--- config.mk ---
export PLATFORM = sky130hd
export DESIGN_NAME = audio_pump_rate_estimator_flat
export DESIGN_NICKNAME = d
export VERILOG_FILES = /design/src/sv/apre_pkg.sv /design/src/sv/apre_in_if.sv /design/src/sv/apre_out_if.sv /design/src/sv/audio_pump_rate_estimator.sv /design/src/flat_wrapper.sv
export SDC_FILE = /design/constraint.sdc
export NUM_CORES = 2
export LEC_CHECK = 0
export ABC_CLOCK_PERIOD_IN_PS = 13010
export BUFFER_PORTS_ARGS = -buffer_cell sky130_fd_sc_hd__buf_2
export CAP_MARGIN = 40
export CORE_MARGIN = 2
export CORE_UTILIZATION = 65
export CTS_BUF_LIST = sky130_fd_sc_hd__clkbuf_4
export DETAILED_ROUTE_END_ITERATION = 8
export GPL_ROUTABILITY_DRIVEN = 0
export PLACE_DENSITY = 0.82
export REMOVE_ABC_BUFFERS = 1
export SYNTH_ARGS = -nofsm -noshare
export SYNTH_HDL_FRONTEND = slang
export SYNTH_SLANG_ARGS = --single-unit
--- constraint.sdc ---
create_clock -name clk_i -period 13.01 [get_ports clk_i]
set_input_delay 2.602 -clock clk_i [delete_from_list [all_inputs] [get_ports clk_i]]
set_output_delay 2.602 -clock clk_i [all_outputs]
set_load 0.1 [all_outputs]
--- src/sv/apre_pkg.sv ---
// shared widths, register indexes and state codes of the audio pump rate estimator
package apre_pkg;

  localparam int FREQ_W     = 40;
  localparam int RATE_W     = 19;
  localparam int COUNT_W    = 16;
  localparam int ELAPSED_W  = 32;
  localparam int AVG_W      = 24;
  localparam int FRAC_W     = 8;
  localparam int CFG_IDX_W  = 2;

  localparam logic [FREQ_W-1:0]  TICK_FREQ_RST   = FREQ_W'(1000000);
  localparam logic [RATE_W-1:0]  SAMPLE_RATE_RST = RATE_W'(48000);
  localparam logic [COUNT_W-1:0] NOMINAL_RST     = COUNT_W'(800);
  localparam logic [COUNT_W-1:0] CEILING_RST     = COUNT_W'(1600);

  typedef enum logic [CFG_IDX_W-1:0] {
    CFG_TICK_FREQ   = 2'd0,
    CFG_SAMPLE_RATE = 2'd1,
    CFG_NOMINAL     = 2'd2,
    CFG_CEILING     = 2'd3
  } cfg_idx_e;

  typedef enum logic [7:0] {
    ST_IDLE  = 8'b0000_0001,
    ST_PREP  = 8'b0000_0010,
    ST_DIV   = 8'b0000_0100,
    ST_CLAMP = 8'b0000_1000,
    ST_UPD   = 8'b0001_0000,
    ST_LOADA = 8'b0010_0000,
    ST_ALIGN = 8'b0100_0000,
    ST_OUT   = 8'b1000_0000
  } state_e;

endpackage

--- src/sv/apre_in_if.sv ---
// input channel carrying the elapsed tick count of one item
interface apre_in_if import apre_pkg::*; ();
  logic                 valid;
  logic                 ready;
  logic [ELAPSED_W-1:0] elapsed;

  modport source (output valid, output elapsed, input ready);
  modport sink (input valid, input elapsed, output ready);
endinterface

--- src/sv/apre_out_if.sv ---
// output channel carrying the samples due on one pump
interface apre_out_if import apre_pkg::*; ();
  logic               valid;
  logic               ready;
  logic [COUNT_W-1:0] pump_samples;

  modport source (output valid, output pump_samples, input ready);
  modport sink (input valid, input pump_samples, output ready);
endinterface

--- src/sv/audio_pump_rate_estimator.sv ---
// top level of the audio pump rate estimator
//
// usage:
//   in_i carries one item per pump: the timer ticks elapsed since the last pump.
//   out_o returns one item per input item: the samples to produce on that pump.
//   cfg_we_i/cfg_idx_i/cfg_data_i write tick frequency, sample rate, nominal and
//   ceiling counts, taken at any edge with cfg_we_i high; the user must write
//   them only while the block is idle, as the block itself does not enforce it.
//   the samples due are found by one 32x19 multiply and one restoring divider
//   that retires one quotient bit per cycle: 60 steps for the tick division; the
//   alignment grid uses a combinational reciprocal multiply. in_i.ready rises as
//   the result is loaded, so no new item is taken before the last one's result
//   is loaded. with a zero tick frequency or sample rate the nominal count goes
//   straight to ST_OUT and the average is left untouched.
//   a result waits in the output register while out_o.ready is low; the block
//   takes the next item meanwhile and holds its own result until the slot frees.
//   reset restores the register defaults and empties the moving average.
module audio_pump_rate_estimator import apre_pkg::*; #(
  parameter int ALIGN_SAMPLES = 16,
  parameter int SMOOTH_SHIFT  = 2
) (
  input  logic                 clk_i,
  input  logic                 rst_ni,
  input  logic                 cfg_we_i,
  input  logic [CFG_IDX_W-1:0] cfg_idx_i,
  input  logic [FREQ_W-1:0]    cfg_data_i,
  apre_in_if.sink              in_i,
  apre_out_if.source           out_o
);

  localparam int PROD_W = ELAPSED_W + RATE_W;
  localparam int DVD_W  = PROD_W + FRAC_W + 1;
  localparam int DIV_W  = FREQ_W;
  localparam int ALN_W  = AVG_W - FRAC_W + 2;
  localparam int CNT_W  = $clog2(DVD_W + 1);
  localparam int ALN_SH = ALN_W + $clog2(ALIGN_SAMPLES);
  localparam int RCP_W  = ALN_SH + 1;
  localparam int MUL_W  = ALN_W + RCP_W;
  localparam logic [RCP_W-1:0] ALN_RCP =
    RCP_W'(((1 << ALN_SH) + ALIGN_SAMPLES - 1) / ALIGN_SAMPLES);

  logic [FREQ_W-1:0]  freq_q;
  logic [RATE_W-1:0]  rate_q;
  logic [COUNT_W-1:0] nom_q;
  logic [COUNT_W-1:0] ceil_q;
  logic [COUNT_W-1:0] ceil_eff;

  state_e             state_q, state_d;
  logic [CNT_W-1:0]   cnt_q, cnt_d;
  logic [AVG_W-1:0]   avg_q, avg_d;
  logic               out_valid_q, out_valid_d;

  logic [DVD_W-1:0]   dvd_q, dvd_d;
  logic [DIV_W-1:0]   rem_q, rem_d;
  logic [DIV_W-1:0]   div_q, div_d;
  logic [AVG_W-1:0]   obs_q, obs_d;
  logic [COUNT_W-1:0] res_q, res_d;
  logic [COUNT_W-1:0] out_data_q;

  logic [PROD_W-1:0]  prod;
  logic [DIV_W:0]     rem_sh;
  logic               div_ge;
  logic [DIV_W:0]     rem_nx;
  logic [AVG_W-1:0]   lo_q8;
  logic [AVG_W-1:0]   hi_q8;
  logic [AVG_W:0]     avg_rnd;
  logic [ALN_W-1:0]   aln_v;
  logic [MUL_W-1:0]   aln_prod;
  logic [ALN_W-1:0]   aln_quo;
  logic [ALN_W-1:0]   aligned;
  logic               in_acc;
  logic               out_load;
  logic               rate_zero;

  // configuration registers
  always_ff @(posedge clk_i or negedge rst_ni) begin
    if (!rst_ni) begin
      freq_q <= TICK_FREQ_RST;
      rate_q <= SAMPLE_RATE_RST;
      nom_q  <= NOMINAL_RST;
      ceil_q <= CEILING_RST;
    end else if (cfg_we_i) begin
      unique case (cfg_idx_i)
        CFG_TICK_FREQ:   freq_q <= cfg_data_i;
        CFG_SAMPLE_RATE: rate_q <= cfg_data_i[RATE_W-1:0];
        CFG_NOMINAL:     nom_q  <= cfg_data_i[COUNT_W-1:0];
        CFG_CEILING:     ceil_q <= cfg_data_i[COUNT_W-1:0];
        default: ;
      endcase
    end
  end

  assign ceil_eff  = (ceil_q < nom_q) ? nom_q : ceil_q;
  assign lo_q8     = {nom_q, {FRAC_W{1'b0}}};
  assign hi_q8     = {ceil_eff, {FRAC_W{1'b0}}};
  assign rate_zero = (freq_q == '0) || (rate_q == '0);

  assign in_i.ready = (state_q == ST_IDLE);
  assign in_acc     = in_i.valid && in_i.ready;
  assign out_load   = (state_q == ST_OUT) && (!out_valid_q || out_o.ready);

  assign prod = PROD_W'(in_i.elapsed) * PROD_W'(rate_q);

  // restoring divider step
  assign rem_sh = {rem_q, dvd_q[DVD_W-1]};
  assign div_ge = (rem_sh >= {1'b0, div_q});
  assign rem_nx = div_ge ? (rem_sh - {1'b0, div_q}) : rem_sh;

  assign avg_rnd  = {1'b0, avg_q} + (AVG_W + 1)'(1 << (FRAC_W - 1));
  assign aln_v    = ALN_W'(avg_rnd[AVG_W:FRAC_W]) + ALN_W'(ALIGN_SAMPLES / 2);
  assign aln_prod = MUL_W'(aln_v) * MUL_W'(ALN_RCP);
  assign aln_quo  = aln_prod[ALN_SH +: ALN_W];
  assign aligned  = obs_q[ALN_W-1:0] * ALN_W'(ALIGN_SAMPLES);

  always_comb begin
    state_d     = state_q;
    cnt_d       = cnt_q;
    avg_d       = avg_q;
    dvd_d       = dvd_q;
    rem_d       = rem_q;
    div_d       = div_q;
    obs_d       = obs_q;
    res_d       = res_q;
    out_valid_d = out_valid_q;
    if (out_o.valid && out_o.ready) begin
      out_valid_d = 1'b0;
    end
    unique case (state_q)
      ST_IDLE: begin
        if (in_acc) begin
          if (rate_zero) begin
            res_d   = nom_q;
            state_d = ST_OUT;
          end else begin
            dvd_d   = DVD_W'(prod);
            if (avg_q == '0) begin
              avg_d = lo_q8;
            end
            state_d = ST_PREP;
          end
        end
      end
      ST_PREP: begin
        dvd_d   = {dvd_q[DVD_W-FRAC_W-1:0], {FRAC_W{1'b0}}} + DVD_W'(freq_q >> 1);
        div_d   = freq_q;
        rem_d   = '0;
        cnt_d   = CNT_W'(DVD_W);
        state_d = ST_DIV;
      end
      ST_DIV: begin
        dvd_d = {dvd_q[DVD_W-2:0], div_ge};
        rem_d = rem_nx[DIV_W-1:0];
        cnt_d = cnt_q - CNT_W'(1);
        if (cnt_q == CNT_W'(1)) begin
          state_d = ST_CLAMP;
        end
      end
      ST_CLAMP: begin
        if (dvd_q < DVD_W'(lo_q8)) begin
          obs_d = lo_q8;
        end else if (dvd_q > DVD_W'(hi_q8)) begin
          obs_d = hi_q8;
        end else begin
          obs_d = dvd_q[AVG_W-1:0];
        end
        state_d = ST_UPD;
      end
      ST_UPD: begin
        if (obs_q >= avg_q) begin
          avg_d = avg_q + ((obs_q - avg_q) >> SMOOTH_SHIFT);
        end else begin
          avg_d = avg_q - ((avg_q - obs_q) >> SMOOTH_SHIFT);
        end
        state_d = ST_LOADA;
      end
      ST_LOADA: begin
        obs_d   = AVG_W'(aln_quo);
        state_d = ST_ALIGN;
      end
      ST_ALIGN: begin
        if (aligned < ALN_W'(nom_q)) begin
          res_d = nom_q;
        end else if (aligned > ALN_W'(ceil_eff)) begin
          res_d = ceil_eff;
        end else begin
          res_d = aligned[COUNT_W-1:0];
        end
        state_d = ST_OUT;
      end
      ST_OUT: begin
        if (out_load) begin
          out_valid_d = 1'b1;
          state_d     = ST_IDLE;
        end
      end
      default: begin
        state_d = ST_IDLE;
      end
    endcase
  end

  always_ff @(posedge clk_i or negedge rst_ni) begin
    if (!rst_ni) begin
      state_q     <= ST_IDLE;
      cnt_q       <= '0;
      avg_q       <= '0;
      out_valid_q <= 1'b0;
    end else begin
      state_q     <= state_d;
      cnt_q       <= cnt_d;
      avg_q       <= avg_d;
      out_valid_q <= out_valid_d;
    end
  end

  // datapath registers
  always_ff @(posedge clk_i) begin
    dvd_q <= dvd_d;
    rem_q <= rem_d;
    div_q <= div_d;
    obs_q <= obs_d;
    res_q <= res_d;
    if (out_load) begin
      out_data_q <= res_q;
    end
  end

  assign out_o.valid        = out_valid_q;
  assign out_o.pump_samples = out_data_q;

endmodule

--- src/flat_wrapper.sv ---
// flat-port wrapper written by rule: the top's interface ports become plain ports
module audio_pump_rate_estimator_flat import apre_pkg::*;
#(
  parameter int ALIGN_SAMPLES = 16,
  parameter int SMOOTH_SHIFT  = 2
)
  (clk_i, rst_ni, cfg_we_i, cfg_idx_i, cfg_data_i, in_i_valid, in_i_elapsed, in_i_ready, out_o_valid, out_o_pump_samples, out_o_ready);
  apre_in_if in_i_i ();
  apre_out_if out_o_i ();
  input  logic clk_i;
  input  logic rst_ni;
  input  logic cfg_we_i;
  input  logic [CFG_IDX_W-1:0] cfg_idx_i;
  input  logic [FREQ_W-1:0] cfg_data_i;
  input wire logic [$bits(in_i_i.valid)-1:0] in_i_valid;
  input wire logic [$bits(in_i_i.elapsed)-1:0] in_i_elapsed;
  output wire logic [$bits(in_i_i.ready)-1:0] in_i_ready;
  output wire logic [$bits(out_o_i.valid)-1:0] out_o_valid;
  output wire logic [$bits(out_o_i.pump_samples)-1:0] out_o_pump_samples;
  input wire logic [$bits(out_o_i.ready)-1:0] out_o_ready;
  assign in_i_i.valid = in_i_valid;
  assign in_i_i.elapsed = in_i_elapsed;
  assign in_i_ready = in_i_i.ready;
  assign out_o_valid = out_o_i.valid;
  assign out_o_pump_samples = out_o_i.pump_samples;
  assign out_o_i.ready = out_o_ready;
  audio_pump_rate_estimator #(.ALIGN_SAMPLES(ALIGN_SAMPLES), .SMOOTH_SHIFT(SMOOTH_SHIFT)) u_core (.clk_i(clk_i), .rst_ni(rst_ni), .cfg_we_i(cfg_we_i), .cfg_idx_i(cfg_idx_i), .cfg_data_i(cfg_data_i), .in_i(in_i_i), .out_o(out_o_i));
endmodule
# == After elaboration in Yosys (flattened, before gate mapping) ==
# Cells that the tools add are included.
# totals
regBits,326
n_memories,0
latch_bits,0
elab_cells,100
mem_bits_ro,0
inputBits,79
ram_bits,0
# classes
n_addsub,9
magnitude_cmp,7
n_mul,1
reduce_logical,23
mux,28
div,0
eq_ne,18
bitwise_logic,0
shift,0
# ops
op,n
case mux 60 bit (3 select lines),1
2-to-1 mux 24 bit,6
2-to-1 mux 60 bit,2
case mux 24 bit (2 select lines),2
2-to-1 mux 16 bit,5
case mux 40 bit (2 select lines),1
case mux 8 bit (8 select lines),1
adder 60 x 39 -> 60 bit,1
greater-than comparator 60 x 24 -> 1 bit,1
< comparator 60 x 24 -> 1 bit,1
multiplier 32 x 19 -> 51 bit,1
subtractor 24 bit,2
greater-or-equal comparator 41 x 40 -> 1 bit,1
zero test 40 bit,1
2-to-1 mux 40 bit,1
subtractor 40 bit,1
2-to-1 mux 8 bit,4
case mux 16 bit (2 select lines),1
adder 24 x 8 -> 25 bit (second input constant),1
adder 24 x 22 -> 24 bit,1
greater-or-equal comparator 24 bit,1
zero test 24 bit,1
subtractor 24 x 22 -> 24 bit,1
zero test 19 bit,1
29 further kinds,47

# == Longest topological paths before layout ==
# depth
ltp_word,6
ltp_mapped,28
depth_no_buf,27

# == Least setup slack after synthesis ==
# OpenSTA, ideal clock, no wires.
# synth_path
path_kind,input -> register
startpoint,input in_i_elapsed[5]
endpoint,"register u_core.dvd_q[48], data pin"
slack_ns,3.865
n_path_buf,1
path_stages,25
t_required_ns,12.684
setup_time_ns,0.326
t_arrival_ns,8.819
path_cell_list,clkbuf_1 > nand2_1 > fa_1 > inv_1 > fa_1 > inv_1 > fa_1 > inv_1 > fa_1 > fa_1 > inv_1 > fa_1 > inv_1 > ha_1 > a21o_1 > a21o_1 > a21o_1 > a221o_1 > o2111ai_1 > or3b_2 > a21oi_1 > a21oi_1 > a31oi_1 > xor2_1 > o21ai_0
# synth_between
elab_chain_len,4
# synth_lines
item,line_no,source
start: declaration,flat_wrapper.sv:16,input wire logic [$bits(in_i_i.elapsed)-1:0] in_i_elapsed;
multiplier 32 x 19 -> 51 bit,audio_pump_rate_estimator.sv:102,assign prod = PROD_W'(in_i.elapsed) * PROD_W'(rate_q);
2-to-1 mux 60 bit,audio_pump_rate_estimator.sv:131,if (rate_zero) begin
2-to-1 mux 60 bit,audio_pump_rate_estimator.sv:130,if (in_acc) begin
case mux 60 bit (3 select lines),audio_pump_rate_estimator.sv:128,unique case (state_q)
named net u_core.dvd_d[48],audio_pump_rate_estimator.sv:53,"logic [DVD_W-1:0] dvd_q, dvd_d;"
end signal: assignment,audio_pump_rate_estimator.sv:218,dvd_q <= dvd_d;
end: declaration,audio_pump_rate_estimator.sv:53,
# The timed path passes the listed nets, and every way through them passes these cells. The select of a mux whose other input is x is not followed.
# A chain may end at the register's enable or synchronous reset.

# == Final worst setup path ==
# Ends and elaborated chain as after synthesis.

==> summary.md <==
| Metric | Value |
|---|---|
| Result of the run | `complete, no violations` |
| Post-cts resize count | `0` |
| Count of port buffers added during placement | `96` |
| Most common cell after layout, fill and taps aside | `sky130_fd_sc_hd__inv_1` |
| Slew Limit Fails | `0` |
| Transition time at the pin with the least slew margin | `0.967 ns` |
| Startpoint of the worst-slack reg-to-reg timing path | `u_core.rate_q[12]` |
| Wire length per cell after detailed routing | `21.1 um` |
| CTS Buffer Depth | `3` |
| Worst Path Arrival | `9.59 ns` |
| RSZ-0062 raised after global routing | `false` |
| Total standard cell area after synthesis | `43100 um2` |
| Residual overflow from global routing | `0` |
| Most used cells in the layout excluding fill and tap cells | `sky130_fd_sc_hd__inv_1, sky130_fd_sc_hd__fa_1, sky130_fd_sc_hd__nand2_1, sky130_fd_sc_hd__ha_1, sky130_fd_sc_hd__and2_1` |
| Layout Skew | `0.0620 ns` |
| Sum of negative setup slack | `0 ns` |
| Worst setup SP type | `primary input` |
| CTS sink cnt | `326` |
| Classification of the worst setup path | `primary input to flop` |
| Total GRT Usage | `0.358` |
| Non-Filler Cell Area, Final | `45500 um2` |
| Yosys synthesis warning count | `0` |
| Die area | `68300 um2` |
| Endpoint of the lowest-slack register-to-register path | `u_core.dvd_q[48]` |
| Vias | `34972` |
| Hold path depth | `0` |
| Via-to-Cell Ratio | `6.19` |
| Largest net degree at the start of global routing | `64` |
| Setup repair bufs after CTS | `0` |
| Async set or reset register ratio after synthesis | `0.399` |
| Post-synthesis to final-layout area growth | `5.71%` |
| Sequential cell area fraction in the yosys report | `0.213` |
| Number of detailed-routing iterations run before antenna repair | `9` |
| Layout cells sized above 1 | `0.0950` |
| Relative slew slack | `0.351` |
| Worst-Skew Late Latency | `0.80 ns` |
| Row Count | `94` |
| H-Tree Level Count | `3` |
| Worst-path fanout max | `19` |
| Number of I/O pins | `97` |
| Total core area | `65600 um2` |
| Final critical-path required period | `9.09 ns` |
| Final Setup Violations | `0` |
| Commonest register cell after synthesis | `sky130_fd_sc_hd__edfxtp_1` |
| Clock tree root buffer cell | `sky130_fd_sc_hd__clkbuf_4` |
| Max Cap Violations | `0` |
| Chip Height | `261 um` |
| Seq cells post-synth | `326` |
| CP Capture Type | `flop` |
| Post-route ant nets | `0` |
| Instance area after placement | `44300 um2` |
| Post-Syn Instances | `4675` |
| Fraction of the cycle the final worst path needs | `0.698` |
| Number of buffers inserted for hold repair after clock tree synthesis | `0` |
| Number of clock buffers inserted by TritonCTS | `84` |
| Min-Delay Path Class | `flop to flop` |
| Number of enable-type register cells in the synthesized netlist | `196` |
| Final routed DRC violation total | `0` |
| Count of different cell masters after synthesis | `89` |
| Starting Density | `0.656` |
| Iter 0 DRT Violations | `3527` |
| Worst Hold Path EP | `u_core.out_o.pump_samples[9]` |
| First-pass GRT wire length | `191 mm` |
| Final Hold Viols | `0` |
| NumNets Final | `5652` |
| CTS tree | `done` |
| Die width | `261 um` |
| Max Fclk | `0.110 GHz` |
| R2R Setup Slk | `4.81 ns` |
| Worst hold-check slack | `0.421 ns` |
| Hold Path Origin | `u_core.res_q[9]` |
| Required time at the endpoint of the critical path | `13.51 ns` |
| Detailed-route wire length | `119 mm` |
| HPWL after detailed placement | `90.2 mm` |
| Worst reg-to-reg path cell count | `24` |
| Number of antenna violations at the first check in global routing | `6` |
| Number of global-route vias before repair | `35833` |
| Clock-pin slew reported for the worst setup and hold paths after clock tree synthesis | `0.07 ns` |
| Average cell area after synthesis | `9.21 um2` |
how the worst max path moves through the flow:
stage	from	end	slack, ns	depth (start not counted)
CTS	in_i_elapsed[5]	u_core.dvd_q[48]	4.06	25
detailed placement	in_i_elapsed[5]	u_core.dvd_q[48]	3.25	25
finish	in_i_elapsed[5]	u_core.dvd_q[48]	3.92	25
global placement	in_i_elapsed[10]	u_core.dvd_q[37]	3.35	24
global route	in_i_elapsed[12]	u_core.dvd_q[47]	3.61	23
floorplan	u_core.state_q[1]	u_core.dvd_q[0]	4.13	6
worst max-delay path, cell delays in order:
cell	delay, ns
sky130_fd_sc_hd__buf_2	0.32
sky130_fd_sc_hd__nand2_1	0.15
sky130_fd_sc_hd__fa_1	0.60
sky130_fd_sc_hd__inv_1	0.06
sky130_fd_sc_hd__fa_1	0.50
sky130_fd_sc_hd__inv_1	0.05
sky130_fd_sc_hd__fa_1	0.48
sky130_fd_sc_hd__inv_1	0.06
sky130_fd_sc_hd__fa_1	0.52
sky130_fd_sc_hd__fa_1	0.55
sky130_fd_sc_hd__inv_1	0.05
sky130_fd_sc_hd__fa_1	0.52
sky130_fd_sc_hd__inv_1	0.04
sky130_fd_sc_hd__ha_1	0.37
sky130_fd_sc_hd__a21o_1	0.23
sky130_fd_sc_hd__a21o_1	0.17
sky130_fd_sc_hd__a21o_1	0.18
sky130_fd_sc_hd__a221o_1	0.33
sky130_fd_sc_hd__o2111ai_1	0.33
sky130_fd_sc_hd__or3b_2	0.52
sky130_fd_sc_hd__a21oi_1	0.29
sky130_fd_sc_hd__a21oi_1	0.15
sky130_fd_sc_hd__a31oi_1	0.21
sky130_fd_sc_hd__xor2_1	0.17
sky130_fd_sc_hd__o21ai_0	0.09
routing by layer:
metal	GRT usage	vias up	wire length [um]
li1	-	15483	-
met1	0.449	17170	45000
met2	0.587	1852	56100
met3	0.0688	459	10900
met4	0.194	8	7270
met5	0	-	46
synthesized netlist by cell type (all sizes together) (6+ instances only):
cell type  number  area share
a311oi          6      0.0012
a22o           15      0.0030
a31oi          25      0.0038
dfstp          21       0.013
or3            23      0.0033
o31ai           6      0.0010
nand2         487       0.042
o211ai         17      0.0031
o21bai         21      0.0037
a22oi          36      0.0063
dfrtp         109       0.063
clkbuf        173       0.015
xnor2         123       0.025
nand3b         14      0.0024
and2          315       0.046
inv           808       0.070
nor2b          25      0.0036
a21boi          6      0.0010
nor3b          13      0.0023
and3           34      0.0051
fa            512        0.24
a221oi          8      0.0018
or2            12      0.0017
o21ai         175       0.020
a21oi         192       0.022
nor3           53      0.0062
mux2i          95       0.022
nor4           39      0.0060
edfxtp        196        0.14
a211oi         36      0.0063
o22ai          17      0.0025
o221ai         12      0.0024
buf            18      0.0022
nand2b         23      0.0033
a21o          100       0.017
nand4          45      0.0065
nand3          46      0.0053
mux2          113       0.030
nor2          166       0.014
o21a           31      0.0054
ha            351        0.10
a211o          14      0.0031
xor2           67       0.014
state kept, by name, summed over array words and instances (netlist names):
register / flops
u_core.div_q: 40
u_core.rate_q: 19
u_core.ceil_q: 16
u_core.nom_q: 16
u_core.rem_q: 40
u_core.state_q: 8
u_core.out_o.valid: 1
u_core.res_q: 16
u_core.obs_q: 24
u_core.avg_q: 24
u_core.dvd_q: 60
u_core.freq_q: 40
u_core.cnt_q: 6
u_core.out_o.pump_samples: 16
final cells by class:
cell class                      instances  area [um2]
Multi-Input combinational cell       3349       30200
Fill cell                            4905       20100
Sequential cell                       326        9170
Inverter                              809        3040
Tap cell                              864        1080
Clock buffer                          128         961
Timing Repair Buffer                  140         903
Clock inverter                         29         226
Antenna cell                            2        5.00
logic make-up after synthesis:
logic type	count (synthesis)	synth area share
AO/OA/AOI/OAI	767	0.115
XOR/XNOR	190	0.0386
adder cells (fa/ha/maj)	864	0.340
buffers and inverters	1000	0.0877
flip-flops	326	0.213
multiplexers	208	0.0517
AND/OR/NAND/NOR	1320	0.154
stage by stage:
| step | setup WS, ns | std cells | utilization |
|---|---|---|---|
| after floorplan | 4.13 | 4484 | - |
| after global placement | 3.35 | 5481 | 0.674 |
| after detailed placement | 3.25 | 5488 | 0.676 |
| after CTS | 4.06 | 5645 | 0.694 |
| after global routing | 3.61 | 5646 | 0.694 |
| final | 3.92 | 5647 | 0.694 |
Power is left out: the tool's default activity adds up to more than one toggle a clock period on the data nets, which glitch-free logic cannot reach.
